**src/pcf_pkg.sv**
```systemverilog
// Shared types and constants of the projection centroid finder
`default_nettype none

package pcf_pkg;

    localparam int CFG_W    = 13;
    localparam int PIX_W    = 16;
    localparam int CENTER_W = 20;
    localparam int CFG_IDX_W = 1;

    localparam logic [CFG_IDX_W-1:0] REG_FRAME_WIDTH  = 1'b0;
    localparam logic [CFG_IDX_W-1:0] REG_FRAME_HEIGHT = 1'b1;

    localparam logic [CFG_W-1:0] DIM_RESET = 13'd4096;

    typedef struct packed {
        logic take;        // pixel beat accepted this cycle
        logic walk_start;  // start a pass over the column sums
        logic walk_pass;   // 0: minimum pass, 1: weighted sum pass
        logic div_start;   // start one division
        logic div_row;     // division operands: 0 column, 1 row
        logic load;        // load result into output register, restart frame
    } pcf_cmd_t;

    typedef struct packed {
        logic frame_end;   // current position is the last pixel of the frame
        logic pipe_busy;   // pixel pipeline still writing
        logic walk_busy;   // column pass running
        logic div_busy;    // divider running
        logic flat;        // a background-subtracted total is zero
        logic out_free;    // output register can take a result
    } pcf_stat_t;

    // Zero counts as one, above the maximum counts as the maximum
    function automatic logic [CFG_W-1:0] clamp_dim(input logic [CFG_W-1:0] v,
                                                   input int unsigned max_v);
        logic [CFG_W-1:0] r;
        if (v == '0)
            r = CFG_W'(1);
        else if (32'(v) > max_v)
            r = CFG_W'(max_v);
        else
            r = v;
        return r;
    endfunction

endpackage

`default_nettype wire

```
**src/pcf_ctrl.sv**
```systemverilog
// Controller: frame intake, column passes, division sequence, result load
`default_nettype none

module pcf_ctrl (
    input  wire logic                clk,
    input  wire logic                rst_n,
    input  wire logic                in_valid,
    output logic                     in_stall,
    output pcf_pkg::pcf_cmd_t        cmd,
    input  wire pcf_pkg::pcf_stat_t  stat
);
    import pcf_pkg::*;

    localparam logic [3:0] S_RUN   = 4'd0;
    localparam logic [3:0] S_DRAIN = 4'd1;
    localparam logic [3:0] S_MIN   = 4'd2;
    localparam logic [3:0] S_SUM   = 4'd3;
    localparam logic [3:0] S_FIN   = 4'd4;
    localparam logic [3:0] S_DIVC  = 4'd5;
    localparam logic [3:0] S_DIVR  = 4'd6;
    localparam logic [3:0] S_LOAD  = 4'd7;

    localparam logic [1:0] FIN_LAST = 2'd3;

    logic [3:0] state_reg;
    logic [3:0] state_next;
    logic [1:0] fin_cnt_reg;
    logic [1:0] fin_cnt_next;

    // Next state and commands
    always_comb
    begin
        state_next   = state_reg;
        fin_cnt_next = fin_cnt_reg;
        cmd          = '0;
        unique case (state_reg)
            S_RUN:
            begin
                cmd.take = in_valid;
                if (in_valid && stat.frame_end)
                    state_next = S_DRAIN;
            end
            S_DRAIN:
            begin
                if (!stat.pipe_busy)
                begin
                    cmd.walk_start = 1'b1;
                    cmd.walk_pass  = 1'b0;
                    state_next     = S_MIN;
                end
            end
            S_MIN:
            begin
                if (!stat.walk_busy)
                begin
                    cmd.walk_start = 1'b1;
                    cmd.walk_pass  = 1'b1;
                    state_next     = S_SUM;
                end
            end
            S_SUM:
            begin
                if (!stat.walk_busy)
                begin
                    fin_cnt_next = '0;
                    state_next   = S_FIN;
                end
            end
            S_FIN:
            begin
                fin_cnt_next = fin_cnt_reg + 2'd1;
                if (fin_cnt_reg == FIN_LAST)
                begin
                    if (stat.flat)
                        state_next = S_LOAD;
                    else
                    begin
                        cmd.div_start = 1'b1;
                        cmd.div_row   = 1'b0;
                        state_next    = S_DIVC;
                    end
                end
            end
            S_DIVC:
            begin
                if (!stat.div_busy)
                begin
                    cmd.div_start = 1'b1;
                    cmd.div_row   = 1'b1;
                    state_next    = S_DIVR;
                end
            end
            S_DIVR:
            begin
                if (!stat.div_busy)
                    state_next = S_LOAD;
            end
            S_LOAD:
            begin
                if (stat.out_free)
                begin
                    cmd.load   = 1'b1;
                    state_next = S_RUN;
                end
            end
            default:
            begin
                state_next = S_RUN;
            end
        endcase
    end

    always_ff @(posedge clk or negedge rst_n)
    begin
        if (!rst_n)
        begin
            state_reg   <= S_RUN;
            fin_cnt_reg <= '0;
        end
        else
        begin
            state_reg   <= state_next;
            fin_cnt_reg <= fin_cnt_next;
        end
    end

    // Hold off pixels outside frame intake
    assign in_stall = state_reg != S_RUN;

endmodule

`default_nettype wire

```
**config.mk**
```make
export PLATFORM = sky130hd
export DESIGN_NAME = pcf_ctrl
export DESIGN_NICKNAME = d
export VERILOG_FILES = /design/src/pcf_pkg.sv /design/src/pcf_ctrl.sv
export SDC_FILE = /design/constraint.sdc
export NUM_CORES = 1
export LEC_CHECK = 0
export ABC_AREA = 1
export BUFFER_PORTS_ARGS = -buffer_cell sky130_fd_sc_hd__buf_2
export CAP_MARGIN = 20
export CORE_AREA = 8 8 45 47
export DETAILED_ROUTE_END_ITERATION = 12
export DIE_AREA = 0 0 53 55
export PLACE_DENSITY_LB_ADDON = 0.15
export SYNTH_ARGS = -nofsm -noshare
export SYNTH_HDL_FRONTEND = slang
export SYNTH_SLANG_ARGS = --single-unit
export TNS_END_PERCENT = 5
```
**constraint.sdc**
```tcl
create_clock -name clk -period 1.4 [get_ports clk]
set_input_delay 0.21 -clock clk [delete_from_list [all_inputs] [get_ports clk]]
set_output_delay 0.21 -clock clk [all_outputs]
set_load 0.01 [all_outputs]
```
==> results.txt, run 1 <==
Die H = 55 microns
Worst Tran Pin Value = 0.180 ns
crit-path cells = buf_6 -> inv_4 -> nand3_2 -> o22ai_2 -> buf_2
relative slew slack = 87.9%
Core Area = 0.00138 sq mm
Crit path required time = 1.19 ns
Final Setup Violations = 2
critical path's slowest cell = dfrtp_1
Netlist cell types = 20
Site Rows = 14
DR WL/cell = 11.1 microns
#FFs+latches synth = 5
Final Hold Vio Count = 0
area grow syn2layout = 43.6%
RSZ-0062 raised after global routing = true
clock-pin slew on the worst setup and hold paths = 0.04 ns
RePlAce Congestion = 0.717
worst stage delay on the critical path = 0.40 ns
Synth Area in XOR/XNOR = 0%
Yosys warnings = 0
Tcrit/Tclk final = 102%
hold_ws = 0.315 ns
post-synth top area cell = dfrtp_1
die area = 0.00292 sq mm
Buf+Inv Stages, Crit Path = 3
Compound-Gate Fraction of Synth Area = 7.49%
Yosys top cell area share = 26.7%
Net count, final = 102
num ports = 16
Max Fclk = 703 MHz
Total Routing Usage GR = 8.39%
pre-CTS WS = 0.0455 ns
grt total ovfl = 0
clk root buf = clkbuf_4
starting density of the core = 33.8%
Layout Skew = 0.000274 ns
Final Slew Violations = 0
syn avg cell area = 7.20 sq um
Initial DRT Pass Iterations = 4
vias = 498
wirelength, routed = 1180 microns
Post-DP Area = 552 sq um
mapped cell area = 468 sq um
worst setup path category = flip-flop to primary output
CP startpoint kind = flip-flop
initial antenna violation count = 0
commonest non-fill, non-tap cell in the layout = nand2_1
Synth Area in Adders = 2.67%
die width = 53 microns
hpwl dp = 887 microns
share of cells above drive strength 1 = 50.5%
most frequent cells in the layout = 16 x nand2_1, 15 x buf_2, 7 x nand3_1, 7 x buf_4
DR vias/cell = 4.65
worst skew pair latency = 0.23 ns
Initial DRC Count = 6
first-pass GRT wire length = 1860 microns
antenna-violating nets left = 0
WP data arrival = 1.21 ns
Clock Sinks = 5
Antenna diodes = 0
PnR worst setup slack = -0.0226 ns
fin area = 672 sq um
LEAKAGE = 0.356 nW
IO Port Bufs = 15
# H-tree levels = 1
Num CTS Buffers = 3
vias in the first global route = 459
main combinational cell family by area after synthesis = simple AND/OR/NAND/NOR gates
simple-gate share of the synthesized area = 50.3%
Synth Net Count = 75
CP endpoint kind = primary output
Max Root-Sink Buffers = 2
Mapped Cells = 65
# DRC = 0
mux cell area share after synthesis = 0%
Worst VDD drop = 1.15 mV
max reg flops = 3
Pwr Density = 2250 mW/mm^2
number of max-cap violations = 0
CTS tree = yes
Pwr Total = 1.51 mW
Tmin final = 1.42 ns
crit-path leading delay family = flip-flops
largest net degree at the start of global routing = 8
sequential share of the synthesized area = 26.7%
status = finished with violations
synth top area cells = dfrtp_1 27%, nand2_1 14%, nand3_1 8.6%
HP Class = primary input to async pin
failing checks = negative setup slack
Fillers = 153
Worst Path Max Fanout = 5
[through the flow]
stage | instances | utilization, % | TNS, ns
final | 107 | 48.6 | -0.0438
after global routing | 107 | 48.6 | -0.398
after CTS | 107 | 46.9 | -0.123
after detailed placement | 96 | 39.9 | 0
after global placement | 96 | 39.9 | 0
after floorplan | 65 | - | 0
[cell type report]
cell class / instances / area [sq um] / share of cell area [%]
multi-input combinational: 50 / 307 / 45.6
timing repair buffer: 25 / 160 / 23.8
sequential: 5 / 128 / 19.0
inverter: 7 / 31.3 / 4.66
clock buffer: 4 / 26.3 / 3.91
tap: 16 / 20.0 / 2.98
[worst register-to-register path, delay by kind of cell, from the launching register on]
kind	cells	cell delay, ns
and+or+nand+nor	6	0.49
buffers and inverters	2	0.29
DFF	1	0.40
[routing by layer]
layer	GRT usage (%)	vias up	share of wire [%]
met2	13.5	13	46
met5	0	-	0
met3	2.94	0	11
li1	-	268	-
met4	6.47	0	0
met1	8.90	217	43
[path summary, 6_finish.rpt]
kind,startpoint,to,slack [ns],cells after the start
worst max-delay path,state_reg[1],cmd[4],-0.02,5
worst min-delay path,rst_n,state_reg[1],0.32,2
worst max register to register,state_reg[1],state_reg[1],0.11,8
worst min register to register,fin_cnt_reg[1],fin_cnt_reg[1],0.47,2
max in group asynchronous,rst_n,state_reg[2],0.95,2
min in group clk,stat[1],state_reg[1],0.40,5
[synth_stat cells]
master and count:
nor2_1 3, nand2_4 1, nand2_1 18, nand4_1 5
nor2_2 1, nand3_2 1, inv_2 3, nand2_2 3
o21ai_1 1, ha_1 1, nand3_1 8, buf_6 3
nor2_4 3, o22ai_1 1, a21boi_0 1, o32ai_1 1
o21a_1 1, inv_1 4, nor3_1 1, dfrtp_1 5
[logic make-up (layout without fill, tap and decap cells)]
family / after synthesis / in the layout
DFF: 5 / 5
and+or+nand+nor: 44 / 44
adders and majority gates: 1 / 1
buffers and inverters: 10 / 36
AOI/OAI and AO/OA: 5 / 5
[where the power goes]
group,internal [mW],switching (mW)
Sequential,0.223,0.0884
Clock,0.107,0.0507
Combinational,0.467,0.577
Total,0.797,0.716
[repair_timing]
action	4_1_cts	5_1_grt
setup buffers	6	0
setup endpoints to repair	7	9
pin swaps	1	6
resized for setup	5	6
hold endpoints to repair	5	0
hold buffers	1	0
(Power assumes the default switching activity.)
==> run 2: changes to the inputs <==
ABC_AREA = 0   (was 1)
SKIP_CTS_REPAIR_TIMING = 1   (was default)
==> run 2 against run 1 <==
The run still ends with negative setup slack left. Via count down 1.0%. Sequential power is essentially flat. Clock skew is 0.0062 ns higher. Sequential share of layout area is 0.54 points higher. Power decreased by 3.6%. Register-to-register slack got worse by 0.07 ns. First-iteration DRC count up 120%. Global-route usage down 0.055 points. Maximum frequency down 4.6%. Clock power is 6% higher. Worst setup slack got worse by 0.069 ns. Hold slack worse by 0.016 ns. Critical endpoint unchanged.
==> results.txt, run 2 <==
first-pass GRT wire length = 1850 microns (-0.38%)
clk root buf = clkbuf_4
starting density of the core = 31.3% (-2.5 points)
post-synth top area cell = dfrtp_1
Worst Tran Pin Value = 0.285 ns (+0.105 ns)
LEAKAGE = 0.327 nW (-8.2%)
Yosys top cell area share = 28.9% (+2.2 points)
Initial DRC Count = 13 (+7)
Max Fclk = 670 MHz (-4.6%)
IO Port Bufs = 15 (unchanged)
#FFs+latches synth = 5 (unchanged)
Net count, final = 93 (-8.8%)
HP Class = primary input to async pin
vias = 493 (-1.0%)
die area = 0.00292 sq mm (unchanged)
Post-synth ARST share = 100% (unchanged)
WP data arrival = 1.28 ns (+0.07 ns)
CP Launch Point = state_reg[0]
Pwr Total = 1.46 mW (-3.6%)
commonest non-fill, non-tap cell in the layout = buf_2
# DRC = 0 (unchanged)
cell count of the worst reg-to-reg path = 3 (-5)
relative slew slack = 80.9% (-6.9 points)
Pwr Density = 2260 mW/mm^2 (+0.13%)
failing checks = negative setup slack
number of max-cap violations = 0 (unchanged)
EDFF count, synth = 0 (unchanged)
max reg flops = 3 (unchanged)
Tcrit/Tclk final = 107% (+4.9 points)
Flop pwr share = 21.4% (+0.8 points)
CTS tree = yes
Site Rows = 14 (unchanged)
RSZ-0062 raised after global routing = true
worst setup path category = flip-flop to primary output
Switching Power = 0.604 mW (-16%)
worst stage delay on the critical path = 0.38 ns (-0.02 ns)
Max Root-Sink Buffers = 2 (unchanged)
predominant post-synthesis flop cell = dfrtp_1
cell-internal power = 0.855 mW (+7.2%)
RePlAce Congestion = 0.785 (+9.5%)
Gate power share = 67.2% (-1.8 points)
Die H = 55 microns (unchanged)
Total Routing Usage GR = 8.33% (-0.055 points)
Num CTS Buffers = 3 (unchanged)
# H-tree levels = 1 (unchanged)
count leader, synth = a21oi_1
reg2reg start = state_reg[1]
Fillers = 140 (-8.5%)
Buf+Inv Stages, Crit Path = 2 (-1)
clock-pin slew on the worst setup and hold paths = 0.05 ns (about the same)
antenna-violating nets left = 0 (unchanged)
hpwl dp = 983 microns (+11%)
most instantiated cells after synthesis = 8 x a21oi_1, 7 x nor2_1, 5 x dfrtp_1, 3 x inv_1, 3 x nand3b_1
Worst Path Max Fanout = 4 (-1)
status = finished with violations
Final Slew Violations = 0 (unchanged)
r2r setup slk = 0.04 ns (-0.07 ns)
Crit path required time = 1.19 ns (about the same)
initial antenna violation count = 0 (unchanged)
largest net degree at the start of global routing = 9 (+1)
num ports = 16 (unchanged)
crit-path cells = inv_1 -> or3_1 -> a21oi_1 -> buf_2
Mapped Cells = 54 (-17%)
DR vias/cell = 5.03 (+8.1%)
Yosys warnings = 0 (unchanged)
clock share of power = 11.4% (+1.0 points)
Layout Skew = 0.00647 ns (+0.00620 ns)
Synth Net Count = 64 (-15%)
die width = 53 microns (unchanged)
Worst VDD drop = 0.991 mV (-14%)
CP startpoint kind = flip-flop
CP endpoint kind = primary output
Initial DRT Pass Iterations = 4 (unchanged)
Post-DP Area = 586 sq um (+6.1%)
wirelength, routed = 1220 microns (+3.4%)
switching portion of total power = 41.4% (-5.9 points)
worst skew pair latency = 0.24 ns (about the same)
mapped cell area = 433 sq um (-7.5%)
grt total ovfl = 0 (unchanged)
Tmin final = 1.49 ns (+0.0691 ns)
synth top area cells = dfrtp_1 29%, a21oi_1 9.2%, nor2_1 6.1%
Final Hold Vio Count = 0 (unchanged)
RR Endpoint = state_reg[0]
Core Area = 0.00138 sq mm (unchanged)
share of cells above drive strength 1 = 43.9% (-6.6 points)
most frequent cells in the layout = 15 x buf_2, 11 x buf_4, 8 x a21oi_1
area grow syn2layout = 49.4%
syn avg cell area = 8.02 sq um (+11%)
Netlist cell types = 29 (+45%)
DR WL/cell = 12.5 microns (+13%)
Antenna diodes = 0 (unchanged)
hold_ws = 0.299 ns (-0.0158 ns)
critical path's slowest cell = dfrtp_1
fin area = 647 sq um (-3.7%)
vias in the first global route = 460 (+0.22%)
sequential share of the synthesized area = 28.9% (+2.2 points)
Final Setup Violations = 4 (+2)
Clock Sinks = 5 (unchanged)
Layout Utilization = 46.7% (-1.8 points)
PnR worst setup slack = -0.0917 ns (-0.0691 ns)
crit-path leading delay family = flip-flops
run 2: cell count changes after synthesis, moves of 3 or more:
| cell | change |
|---|---|
| buf_6 | -3 |
| nor2_4 | -3 |
| nand3b_1 | +3 |
| a21oi_1 | +8 |
| nand4_1 | -5 |
| nor2_1 | +4 |
| nand2_2 | -3 |
| nand3_1 | -6 |
| nand2_1 | -17 |
| inv_2 | -3 |
run 2: layout make-up:
cell class / count / area, sq um / share of cell area, %
repair buffers: 27 / 168 / 25.9
well taps: 16 / 20.0 / 3.09
clock buffers: 4 / 26.3 / 4.06
inverters: 3 / 11.3 / 1.74
multi-input cells: 43 / 295 / 45.6
flip-flops and latches: 5 / 126 / 19.5
run 2: worst max-delay path by stage:
stage                              end  cells past startpoint  slack (ns)
final                           cmd[4]                      4       -0.09
after global routing            cmd[4]                      4       -0.16
after CTS                       cmd[5]                      4       -0.16
after detailed placement  state_reg[0]                      4       0.008
after global placement    state_reg[0]                      3        0.03
after floorplan           state_reg[0]                      3        0.08
run 2: stage by stage:
step / setup TNS, ns / instances / worst slack [ns]
2_1_floorplan: 0 / 54 / 0.0774
3_3_place_gp: 0 / 92 / 0.0311
3_5_place_dp: 0 / 92 / 0.00806
4_1_cts: -0.571 / 96 / -0.164
5_1_grt: -0.633 / 98 / -0.163
6_report: -0.255 / 98 / -0.0917
run 2: power groups by stage:
stage / registers (mW) / clock network, mW / logic (mW)
after detailed placement: 0.311 / 0 / 0.910
after CTS: 0.308 / 0.175 / 0.914
final: 0.312 / 0.167 / 0.980
after floorplan: 0.286 / 0 / 0.583
after global placement: 0.310 / 0 / 0.916
after global routing: 0.324 / 0.180 / 1.08
run 2: logic make-up after synthesis:
group / Yosys count / synth area share, %
buf+inv: 6 / 6.65
compound gates: 19 / 28.9
simple gates: 22 / 30.1
flops: 5 / 28.9
mux: 1 / 2.60
fa+ha+maj: 1 / 2.89
run 2: per-layer routing:
metal	up-vias	global-route usage, %	part of all wire (%)
li1	258	-	-
met1	223	9.20	41
met2	12	14.8	51
met3	0	3.48	8.2
met4	0	1.29	0
met5	-	0	0
run 2: worst reg2reg max path: stages (launching register included):
cell,delay [ns]
dfrtp_2,0.43
or3b_4,0.41
o21a_1,0.18
a32o_1,0.23
